File: config.mk
export PLATFORM = sky130hd
export DESIGN_NAME = baud_divisor_search
export DESIGN_NICKNAME = d
export VERILOG_FILES = /design/src/sv/bds_pkg.sv /design/src/sv/bds_divider.sv /design/src/sv/baud_divisor_search.sv
export SDC_FILE = /design/constraint.sdc
export NUM_CORES = 1
export LEC_CHECK = 0
export ABC_AREA = 1
export BUFFER_PORTS_ARGS = -buffer_cell sky130_fd_sc_hd__buf_2
export CORE_ASPECT_RATIO = 0.9
export CORE_MARGIN = 10
export CORE_UTILIZATION = 45
export CTS_CLUSTER_SIZE = 10
export DETAILED_ROUTE_END_ITERATION = 16
export HOLD_SLACK_MARGIN = 0.1
export SLEW_MARGIN = 40
export SYNTH_ARGS = -nofsm -noshare
export SYNTH_HDL_FRONTEND = slang
export SYNTH_SLANG_ARGS = --single-unit
File: constraint.sdc
create_clock -name clk -period 8.15 [get_ports clk]
set_clock_uncertainty 0.15 [all_clocks]
set_input_delay 0.4075 -clock clk [delete_from_list [all_inputs] [get_ports clk]]
set_output_delay 0.4075 -clock clk [all_outputs]
set_load 0.03 [all_outputs]
File: src/sv/bds_pkg.sv
// package for the baud divisor search block
// types, constants and helpers shared by all modules; no dependencies
`timescale 1ns / 1ps
package bds_pkg;

  localparam int SBR_WIDTH   = 13;
  localparam int MAX_RATIO   = 32;
  localparam int FIRST_RATIO = 4;
  localparam int CLK_W       = 28;
  localparam int BAUD_W      = 23;
  localparam int OSR_W       = 5;
  localparam int RATIO_W     = 6;
  localparam int DIV_W       = 16;
  localparam int QUO_W       = 28;
  localparam int CNT_W       = 5;

  localparam logic [DIV_W-1:0] DIV_SAT = {DIV_W{1'b1}};
  localparam logic [OSR_W-1:0] EDGE_LOW  = OSR_W'(3);
  localparam logic [OSR_W-1:0] EDGE_HIGH = OSR_W'(6);

  typedef struct packed {
    logic [CLK_W-1:0]  clock_hz;
    logic [BAUD_W-1:0] baud_wanted;
  } query_t;

  typedef struct packed {
    logic [OSR_W-1:0]     osr_field;
    logic [SBR_WIDTH-1:0] sbr_divisor;
    logic                 both_edge;
    logic [CLK_W-1:0]     rate_error;
    logic                 divisor_overflow;
  } result_t;

  typedef struct packed {
    logic             start;
    logic [QUO_W-1:0] dividend;
    logic [QUO_W-1:0] divisor;
  } div_req_t;

  typedef struct packed {
    logic             done;
    logic [QUO_W-1:0] quotient;
  } div_rsp_t;

endpackage

File: src/sv/bds_divider.sv
// bit-serial restoring divider, one quotient bit per cycle
// depends on bds_pkg; a zero divisor yields an all-ones quotient
`timescale 1ns / 1ps
module bds_divider
  import bds_pkg::*;
(
  input  logic     clk,
  input  logic     rst,
  input  div_req_t req,
  output div_rsp_t rsp
);

  logic [QUO_W-1:0] rem;
  logic [QUO_W-1:0] quo;
  logic [QUO_W-1:0] dvs;
  logic [CNT_W-1:0] cnt;
  logic             busy;
  logic             done;
  logic [QUO_W:0]   trial;
  logic             fits;

  assign trial = {rem, quo[QUO_W-1]};
  assign fits  = trial >= {1'b0, dvs};

  always_ff @(posedge clk) begin
    if (rst) begin
      busy <= 1'b0;
      done <= 1'b0;
      cnt  <= '0;
    end else begin
      done <= 1'b0;
      if (req.start) begin
        busy <= 1'b1;
        cnt  <= CNT_W'(QUO_W - 1);
      end else if (busy) begin
        if (cnt == '0) begin
          busy <= 1'b0;
          done <= 1'b1;
        end
        cnt <= cnt - 1'b1;
      end
    end
  end

  always_ff @(posedge clk) begin
    if (req.start) begin
      rem <= '0;
      quo <= req.dividend;
      dvs <= req.divisor;
    end else if (busy) begin
      if (fits) begin
        rem <= QUO_W'(trial - {1'b0, dvs});
      end else begin
        rem <= trial[QUO_W-1:0];
      end
      quo <= {quo[QUO_W-2:0], fits};
    end
  end

  assign rsp.done     = done;
  assign rsp.quotient = quo;

endmodule

File: src/sv/baud_divisor_search.sv
// top level of the baud divisor search block
// depends on bds_pkg and bds_divider
//
// usage: a query transaction carries clock_hz and baud_wanted; one result
// transaction comes back with the chosen oversampling field, the divisor,
// the both-edge flag, the rate error and the divisor overflow flag.
// ratios 4 to 32 are tried in order; each trial needs two serial divisions
// (clock over baud times ratio, then clock over divisor times ratio) and a
// winning trial may add a third for divisor plus one.
// each division runs on the one shared bit-serial divider. a full search
// ends after ratio 32, or earlier on an exact match.
// query_stall stays high from the accepted query until its result is
// loaded into the output register; the next query is then taken at once
// even while that result still waits on result_stall.
// if the result is still stalled when a new search ends, the block holds
// the finished answer until the output register frees up.
// rst is synchronous and returns the block to idle with no result pending.
`timescale 1ns / 1ps
module baud_divisor_search
  import bds_pkg::*;
(
  input  logic    clk,
  input  logic    rst,
  input  logic    query_valid,
  output logic    query_stall,
  input  query_t  query,
  output logic    result_valid,
  input  logic    result_stall,
  output result_t result
);

  localparam logic [3:0] S_IDLE   = 4'd0;
  localparam logic [3:0] S_START1 = 4'd1;
  localparam logic [3:0] S_WAIT1  = 4'd2;
  localparam logic [3:0] S_START2 = 4'd3;
  localparam logic [3:0] S_WAIT2  = 4'd4;
  localparam logic [3:0] S_NEXT   = 4'd5;
  localparam logic [3:0] S_FINISH = 4'd6;

  logic [3:0]         state;
  logic [CLK_W-1:0]   clk_hz;
  logic [BAUD_W-1:0]  baud;
  logic [RATIO_W-1:0] ratio;
  logic               may_bump;
  logic               is_bump;
  logic               have_best;
  logic [OSR_W-1:0]   best_osr;
  logic [DIV_W-1:0]   best_div;
  logic [CLK_W-1:0]   best_err;
  logic [DIV_W-1:0]   trial_d;
  div_req_t           dreq;
  div_rsp_t           drsp;

  logic [CLK_W-1:0]   err;
  logic [DIV_W-1:0]   q_sat;
  logic [DIV_W-1:0]   bump_d;
  logic               accept;
  logic               out_free;

  bds_divider u_div (
    .clk (clk),
    .rst (rst),
    .req (dreq),
    .rsp (drsp)
  );

  assign accept   = query_valid && !query_stall;
  assign out_free = !result_valid || !result_stall;
  assign query_stall = (state != S_IDLE);

  // achieved rate against the wanted one
  always_comb begin
    if (drsp.quotient >= CLK_W'(baud)) begin
      err = drsp.quotient - CLK_W'(baud);
    end else begin
      err = CLK_W'(baud) - drsp.quotient;
    end
    // trial divisor saturates instead of wrapping
    if (|drsp.quotient[QUO_W-1:DIV_W]) begin
      q_sat = DIV_SAT;
    end else begin
      q_sat = drsp.quotient[DIV_W-1:0];
    end
    bump_d = (trial_d == DIV_SAT) ? DIV_SAT : trial_d + 1'b1;
  end

  always_ff @(posedge clk) begin
    if (rst) begin
      state        <= S_IDLE;
      dreq.start   <= 1'b0;
      result_valid <= 1'b0;
    end else begin
      // divider start pulses in the cycle after a start state
      dreq.start <= (state == S_START1) || (state == S_START2);
      if (state == S_FINISH && out_free) begin
        result_valid <= 1'b1;
      end else if (!result_stall) begin
        result_valid <= 1'b0;
      end
      case (state)
        S_IDLE: begin
          if (accept) begin
            state <= S_START1;
          end
        end
        S_START1: begin
          // first division: clock over baud times ratio
          state <= S_WAIT1;
        end
        S_WAIT1: begin
          if (drsp.done) begin
            state <= S_START2;
          end
        end
        S_START2: begin
          // second division: clock over divisor times ratio
          state <= S_WAIT2;
        end
        S_WAIT2: begin
          if (drsp.done) begin
            if (!is_bump && err == '0) begin
              state <= S_FINISH;
            end else if (!is_bump && (!have_best || err < best_err) && may_bump) begin
              state <= S_START2;
            end else begin
              state <= S_NEXT;
            end
          end
        end
        S_NEXT: begin
          state <= (ratio == RATIO_W'(MAX_RATIO)) ? S_FINISH : S_START1;
        end
        S_FINISH: begin
          if (out_free) begin
            state <= S_IDLE;
          end
        end
        default: begin
          state <= S_IDLE;
        end
      endcase
    end
  end

  // datapath registers
  always_ff @(posedge clk) begin
    case (state)
      S_IDLE: begin
        if (accept) begin
          clk_hz    <= query.clock_hz;
          baud      <= query.baud_wanted;
          ratio     <= RATIO_W'(FIRST_RATIO);
          may_bump  <= 1'b0;
          is_bump   <= 1'b0;
          have_best <= 1'b0;
        end
      end
      S_START1: begin
        dreq.dividend <= clk_hz;
        dreq.divisor  <= QUO_W'(baud) * QUO_W'(ratio);
      end
      S_WAIT1: begin
        if (drsp.done) begin
          if (drsp.quotient == '0) begin
            trial_d  <= DIV_W'(1);
            may_bump <= 1'b0;
          end else begin
            trial_d <= q_sat;
          end
        end
      end
      S_START2: begin
        dreq.dividend <= clk_hz;
        dreq.divisor  <= QUO_W'(trial_d) * QUO_W'(ratio);
      end
      S_WAIT2: begin
        if (drsp.done) begin
          if (is_bump) begin
            if (err < best_err) begin
              best_div <= trial_d;
              best_err <= err;
            end
          end else if (err == '0 || !have_best || err < best_err) begin
            best_osr  <= OSR_W'(ratio - 1'b1);
            best_div  <= trial_d;
            best_err  <= err;
            have_best <= 1'b1;
            if (err != '0 && may_bump) begin
              trial_d <= bump_d;
              is_bump <= 1'b1;
            end
          end
        end
      end
      S_NEXT: begin
        may_bump <= 1'b1;
        is_bump  <= 1'b0;
        ratio    <= ratio + 1'b1;
      end
      S_FINISH: begin
        if (out_free) begin
          result.osr_field        <= best_osr;
          result.sbr_divisor      <= best_div[SBR_WIDTH-1:0];
          result.both_edge        <= best_osr inside {[EDGE_LOW:EDGE_HIGH]};
          result.rate_error       <= best_err;
          result.divisor_overflow <= |best_div[DIV_W-1:SBR_WIDTH];
        end
      end
      default: begin
      end
    endcase
  end

endmodule

### Word-level counts from Yosys, hierarchy flattened

Index checks and enable logic that the tools add are counted.

| operators by class | value |
|---|---|
| add/subtract/negate cells | 7 |
| multipliers | 2 |
| order comparisons | 5 |
| equality and inequality tests | 18 |
| muxes and demuxes | 51 |
| bitwise logic cells | 2 |
| reduce and logical (&&, ||, !) cells | 45 |

Operator list:

| kind | number |
|---|---|
| 28-bit 2-to-1 mux | 7 |
| 16-bit 2-to-1 mux | 11 |
| 56-bit case mux with 2 select lines | 1 |
| 28-bit logical NOT | 2 |
| 16-bit case mux with 2 select lines | 1 |
| 29-bit by 28-bit >= comparator with 1-bit output | 1 |
| 28-bit by 23-bit >= comparator with 1-bit output | 1 |
| 28-bit < comparator | 1 |
| 23-bit by 6-bit multiplier with 28-bit output | 1 |
| 4-bit case mux with 7 select lines | 1 |
| 28-bit nonzero test | 1 |
| 23-bit by 28-bit subtractor with 28-bit output | 1 |
| 28-bit by 23-bit subtractor with 28-bit output | 1 |
| 28-bit subtractor | 1 |
| 16-bit by 6-bit multiplier with 22-bit output | 1 |
| 16-bit by 1-bit adder with 16-bit output (second input constant) | 1 |
| 16-bit == test (second input constant) | 1 |
| 1-bit 2-to-1 mux | 16 |
| 4-bit 2-to-1 mux | 4 |
| 4-bit AND reduction | 4 |
| 4-bit by 3-bit == test with 1-bit output (second input constant) | 3 |
| 2-bit != test (second input constant) | 6 |
| 6-bit case mux with 2 select lines | 1 |
| 2-bit nonzero test | 6 |
| 28 further kinds | 56 |

| storage, ports and cells | value |
|---|---|
| bits in registers | 326 |
| output and inout bits | 50 |
| logic and storage cells | 157 |

### Depth between registers and ports, before layout

| logic depth | value |
|---|---|
| depth in word-level cells | 10 |
| gate-level depth with buffers | 31 |

### Modules after synthesis

A second synthesis with hierarchy kept.

| second synthesis, totals | value |
|---|---|
| cells, all modules | 3266 |
| area, all modules | 25786.0 um2 |

By module, submodules not included:

| module | times used | cells each | area each (um2) |
|---|---|---|---|
| baud_divisor_search | 1 | 2428 | 19906.6 |
| bds_divider | 1 | 838 | 5879.4 |

### Worst setup path before layout

Ideal clock, no wire load.

| timing path | value |
|---|---|
| path kind | reg2reg |
| start point | reg u_div.quo[0] |
| end point | reg best_div[0], enable pin |
| setup time | 460 ps |
| arrival time | 5381 ps |
| path slack | 2159 ps |
| cell stages (with the launch flop) | 26 |
| buffers on the path | 1 |
| cells stage by stage | edfxtp_1 inv_1 ha_1 inv_1 fa_1 nand3_1 nand3_1 nand2_1 nand3_2 nand2_2 inv_2 nor2_4 buf_4 nand2_1 nand2_1 inv_1 ha_1 a21oi_1 nor2_1 a211oi_1 o221ai_1 a21oi_1 nand2_1 nand3_2 nand3_1 a21oi_1 |

| on the way | value |
|---|---|
| cells in the longest elaborated chain, start to end | 7 |
| elaborated cells between the ends (all ways) | 11 |
| those cells by class | add/sub (2); order compare (2); eq/ne (1); mux (1); reduce/logical (5) |

Ends and longest elaborated chain:

| what | RTL line | source |
|---|---|---|
| from (decl) | bds_divider.sv:14 | `logic [QUO_W-1:0] quo;` |
| from (signal assigned) | bds_divider.sv:48 | `quo <= req.dividend;` |
| from (signal assigned) | bds_divider.sv:56 | `quo <= {quo[QUO_W-2:0], fits};` |
| 23-bit by 28-bit subtractor with 28-bit output (tied with other cells) | baud_divisor_search.sv:76 | `err = CLK_W'(baud) - drsp.quotient;` |
| 28-bit 2-to-1 mux * | baud_divisor_search.sv:73 | `if (drsp.quotient >= CLK_W'(baud)) begin` |
| net err[21] | baud_divisor_search.sv:54 | `logic [CLK_W-1:0] err;` |
| parallel branches: the longest is 4 deep, another holds 28-bit < comparator | - |  |
| 4-bit AND reduction (no line) * | - |  |
| to (signal assigned) | baud_divisor_search.sv:180 | `best_div <= trial_d;` |
| to (signal assigned) | baud_divisor_search.sv:185 | `best_div <= trial_d;` |
| to (decl) | baud_divisor_search.sv:48 | `logic [DIV_W-1:0] best_div;` |

Mark *: on every way through the listed nets, which the timed path passes.
A chain may end at the register's enable or synchronous reset.

### Worst setup path in the final report

| timing path | value |
|---|---|
| start point | reg ratio[3] |
| end point | reg dreq[19] (netlist name) (data pin) |

| on the way | value |
|---|---|
| cells in the longest elaborated chain, start to end | 2 |
| elaborated cells between the ends (all ways) | 3 |
| those cells by class | mul (2); mux (1) |

Ends and longest elaborated chain:

| what | RTL line | source |
|---|---|---|
| from (decl) | baud_divisor_search.sv:43 | `logic [RATIO_W-1:0] ratio;` |
| from (signal assigned) | baud_divisor_search.sv:152 | `ratio <= RATIO_W'(FIRST_RATIO);` |
| from (signal assigned) | baud_divisor_search.sv:198 | `ratio <= ratio + 1'b1;` |
| 23-bit by 6-bit multiplier with 28-bit output or 16-bit by 6-bit multiplier with 22-bit output (tied branches) | baud_divisor_search.sv:160, baud_divisor_search.sv:174 |  |
| 56-bit case mux with 2 select lines * | baud_divisor_search.sv:147 | `case (state)` |
| to (decl) | baud_divisor_search.sv:51 | `div_req_t dreq;` |

Every way passes the cells marked *; elsewhere a longest branch is shown, timed or not. The select of a mux whose other input is x is not followed.

==> flow_summary.json <==
{
  "status": "complete, no violations",
  "fin_ws_ps": 2070,
  "hp-class": "register to register",
  "overflow": 0,
  "syn-mean-instance-area_um2": 8.23,
  "ioPinCount": 105,
  "path_max_fanout": 21,
  "syn2layout_area_growth_pct": 12.7,
  "power_frac_comb": 0.619,
  "switching_share": 0.486,
  "required_ps": 8280,
  "cts_hold_buf": 54,
  "synthDistinctLibCells": 58,
  "fin_util": 0.513,
  "synth_top_area_frac": 0.345,
  "grt_util_all_layers": 0.214,
  "drc": 0,
  "clkSlewWorstSetupHoldPaths_ps": 60,
  "start_util": 0.455,
  "p_sw_mw": 5.65,
  "max-cap-violations": 0,
  "grt_pass1_wl_um": 110000,
  "tightest_slew_ps": 859,
  "hold_viol": 0,
  "antenna_found_initial": 2,
  "relSlewSlack": 0.419,
  "period_share": 0.745,
  "dr_total_vias": 20100,
  "pwr-share-seq": 0.226,
  "synth.largest_area_cell": "edfxtp_1",
  "core_area_um2": 54400,
  "drt-pass1-iter-count": 6,
  "clock_insertion_delay_worst_skew_ps": 580,
  "cts_buffers": 42,
  "p_clk_frac": 0.155,
  "yosys_warnings": 0,
  "numPortBuffers": 104,
  "syn_nets": 3381,
  "ir_worst_vdd_uv": 299,
  "drt-total-wl_um": 68600,
  "synth_cells": 3010,
  "diodes": 0,
  "die-width_um": 267,
  "finalPower_mw": 11.6,
  "ys_ff_latch": 325,
  "ys.flop_type": "edfxtp_1",
  "htreeDepth": 2,
  "place_ws_ps": 2180,
  "gp_congestion": 0.970,
  "postRouteAntennaNets": 0,
  "yosysMostFrequentCell": "nand2_1",
  "synth_commonest_cells": "nand2_1 (932), inv_1 (566), edfxtp_1 (285)",
  "synthTopCellsByArea": "edfxtp_1 (35%), nand2_1 (14%), fa_1 (12%), ha_1 (8.7%), inv_1 (8.6%)",
  "fill_cells": 5095,
  "wire_per_inst_um": 17.7,
  "cts_tree": "built",
  "post_cts_buffers": 0,
  "p_per_area_nw_per_um2": 417,
  "setup_viol": 0,
  "viasPerCell": 5.18,
  "crit_path_start_kind": "register",
  "power.leakage_nw": 13.5,
  "drive_above_1_share": 0.0708,
  "num_rows": 81,
  "crit_path_end_kind": "register",
  "die_h_um": 243,
  "grt_pass1_vias": 19900,
  "grt_setup_unrepaired": "no",
  "syn_area_um2": 24800,
  "final_nets": 3524,
  "slew_violations": 0,
  "critical_path_class": "register to register",
  "dpl.hpwl_um": 53700,
  "cts_resized": 0,
  "fin_tns_setup_ps": 0,
  "first_iter_violations": 1640,
  "grt_max_degree": 58,
  "cts.sinks": 325,
  "cts_root_buf": "clkbuf_16",
  "cts.path.max_buffers": 3,
  "yosysSeqAreaShare": 0.378,
  "p_int_mw": 5.97,
  "fmax_mhz": 165,
  "worstPathArrival_ps": 6200,
  "async_flop_share": 0,
  "synth-edff-count": 285,
  "layout_min_cycle_time_ps": 6080,
  "die_area_um2": 64800
}
-- state kept, by name (all words and copies together), names as in the netlist --
signal        flops
clk_hz           28
best_osr          5
best_div         16
u_div.dvs        28
best_err         28
state             3
result_valid      1
u_div.done        1
u_div.quo        28
dreq             57
is_bump           1
trial_d          16
result           48
ratio             6
have_best         1
u_div.rem        28
may_bump          1
baud             23
u_div.cnt         5
u_div.busy        1
-- power groups by stage --
stage               Clock (mW)  Sequential (mW)  Combinational [mW]
finish                    1.80             2.63                7.20
global route              1.91             2.66                8.25
CTS                       1.84             2.63                7.19
detailed placement           0             2.66                7.11
global placement             0             2.65                7.05
floorplan                    0             2.55                5.24
-- worst max-delay path, stage by stage (launching register included) --
cell and delay, ps:
edfxtp_1 870, nand2_1 150, fa_1 520, inv_1 60, fa_1 500, fa_1 520
ha_1 380, a21oi_1 230, nand2_1 100, nand2_1 110, nand2_1 60, nand2_1 60
nand2_1 80, a21boi_0 290, o21ai_0 220, nand2_1 100, nand2_1 80, a21boi_0 590
o21ai_0 220, xor2_1 360, o21ai_0 130
-- stage by stage --
step | area, µm² | cells | hold slack [ps]
final | 27900 | 3881 | 249
after global routing | 27900 | 3881 | 254
after CTS | 27900 | 3881 | 213
after detailed placement | 26000 | 3760 | 255
after global placement | 26000 | 3760 | 251
after floorplan | 24800 | 3010 | 250
-- placed cells by master, fill, tap and decap left out, drive strengths merged, types with 4 or more instances in the layout --
cell         synthesis  final
o221ai               4      4
nand4               33     33
nor4                 5      5
nand2              940    940
a21o                 6      6
o31ai                4      4
fa                 144    144
nor3                25     25
or2                  4      4
o22ai                4      4
a31oi                5      5
buf                 19    119
a21oi              157    157
dlygate4sd3          0     54
o21a                 8      8
clkbuf              55     55
o21ai              158    158
o211ai              10     10
clkinv               4     12
inv                570    571
ha                 172    172
edfxtp             285    285
xnor2               20     20
xor2                53     53
nor2               152    152
a21boi               7      7
o21bai               9      9
nand3               97     97
dfxtp               40     40
-- kinds of logic after synthesis --
group,after synthesis,share of synthesized area
buf+inv,648,0.0997
xor+xnor,73,0.0258
fa+ha+maj,316,0.203
simple gates,1265,0.208
compound gates,383,0.0853
flops,325,0.378
-- final timing paths --
kind | to | cells past startpoint | slack, ps | start
worst max-delay path | dreq[19] | 20 | 2070 | ratio[3]
worst min-delay path | u_div.dvs[19] | 0 | 250 | dreq[19]
worst max register to register | dreq[19] | 20 | 2070 | ratio[3]
worst min register to register | u_div.dvs[19] | 0 | 250 | dreq[19]
-- per-layer routing --
metal  share of wire  track usage  up-vias
met2            0.42        0.309      620
met1            0.48        0.316     9572
met3           0.079       0.0492       94
met4           0.020       0.0523        2
li1                -            -     9833
met5         0.00017            0        -
-- area by class of cell --
cell class,count,area [µm²],share of cell area
Multi-Input combinational cell,2037,13000,0.466
Sequential cell,325,9360,0.336
Inverter,574,2160,0.0773
Timing Repair Buffer,173,1180,0.0422
Clock buffer,55,1140,0.0409
Tap cell,705,882,0.0316
Clock inverter,12,185,0.00664
No activity file was read; power rests on OpenSTA's default activity.
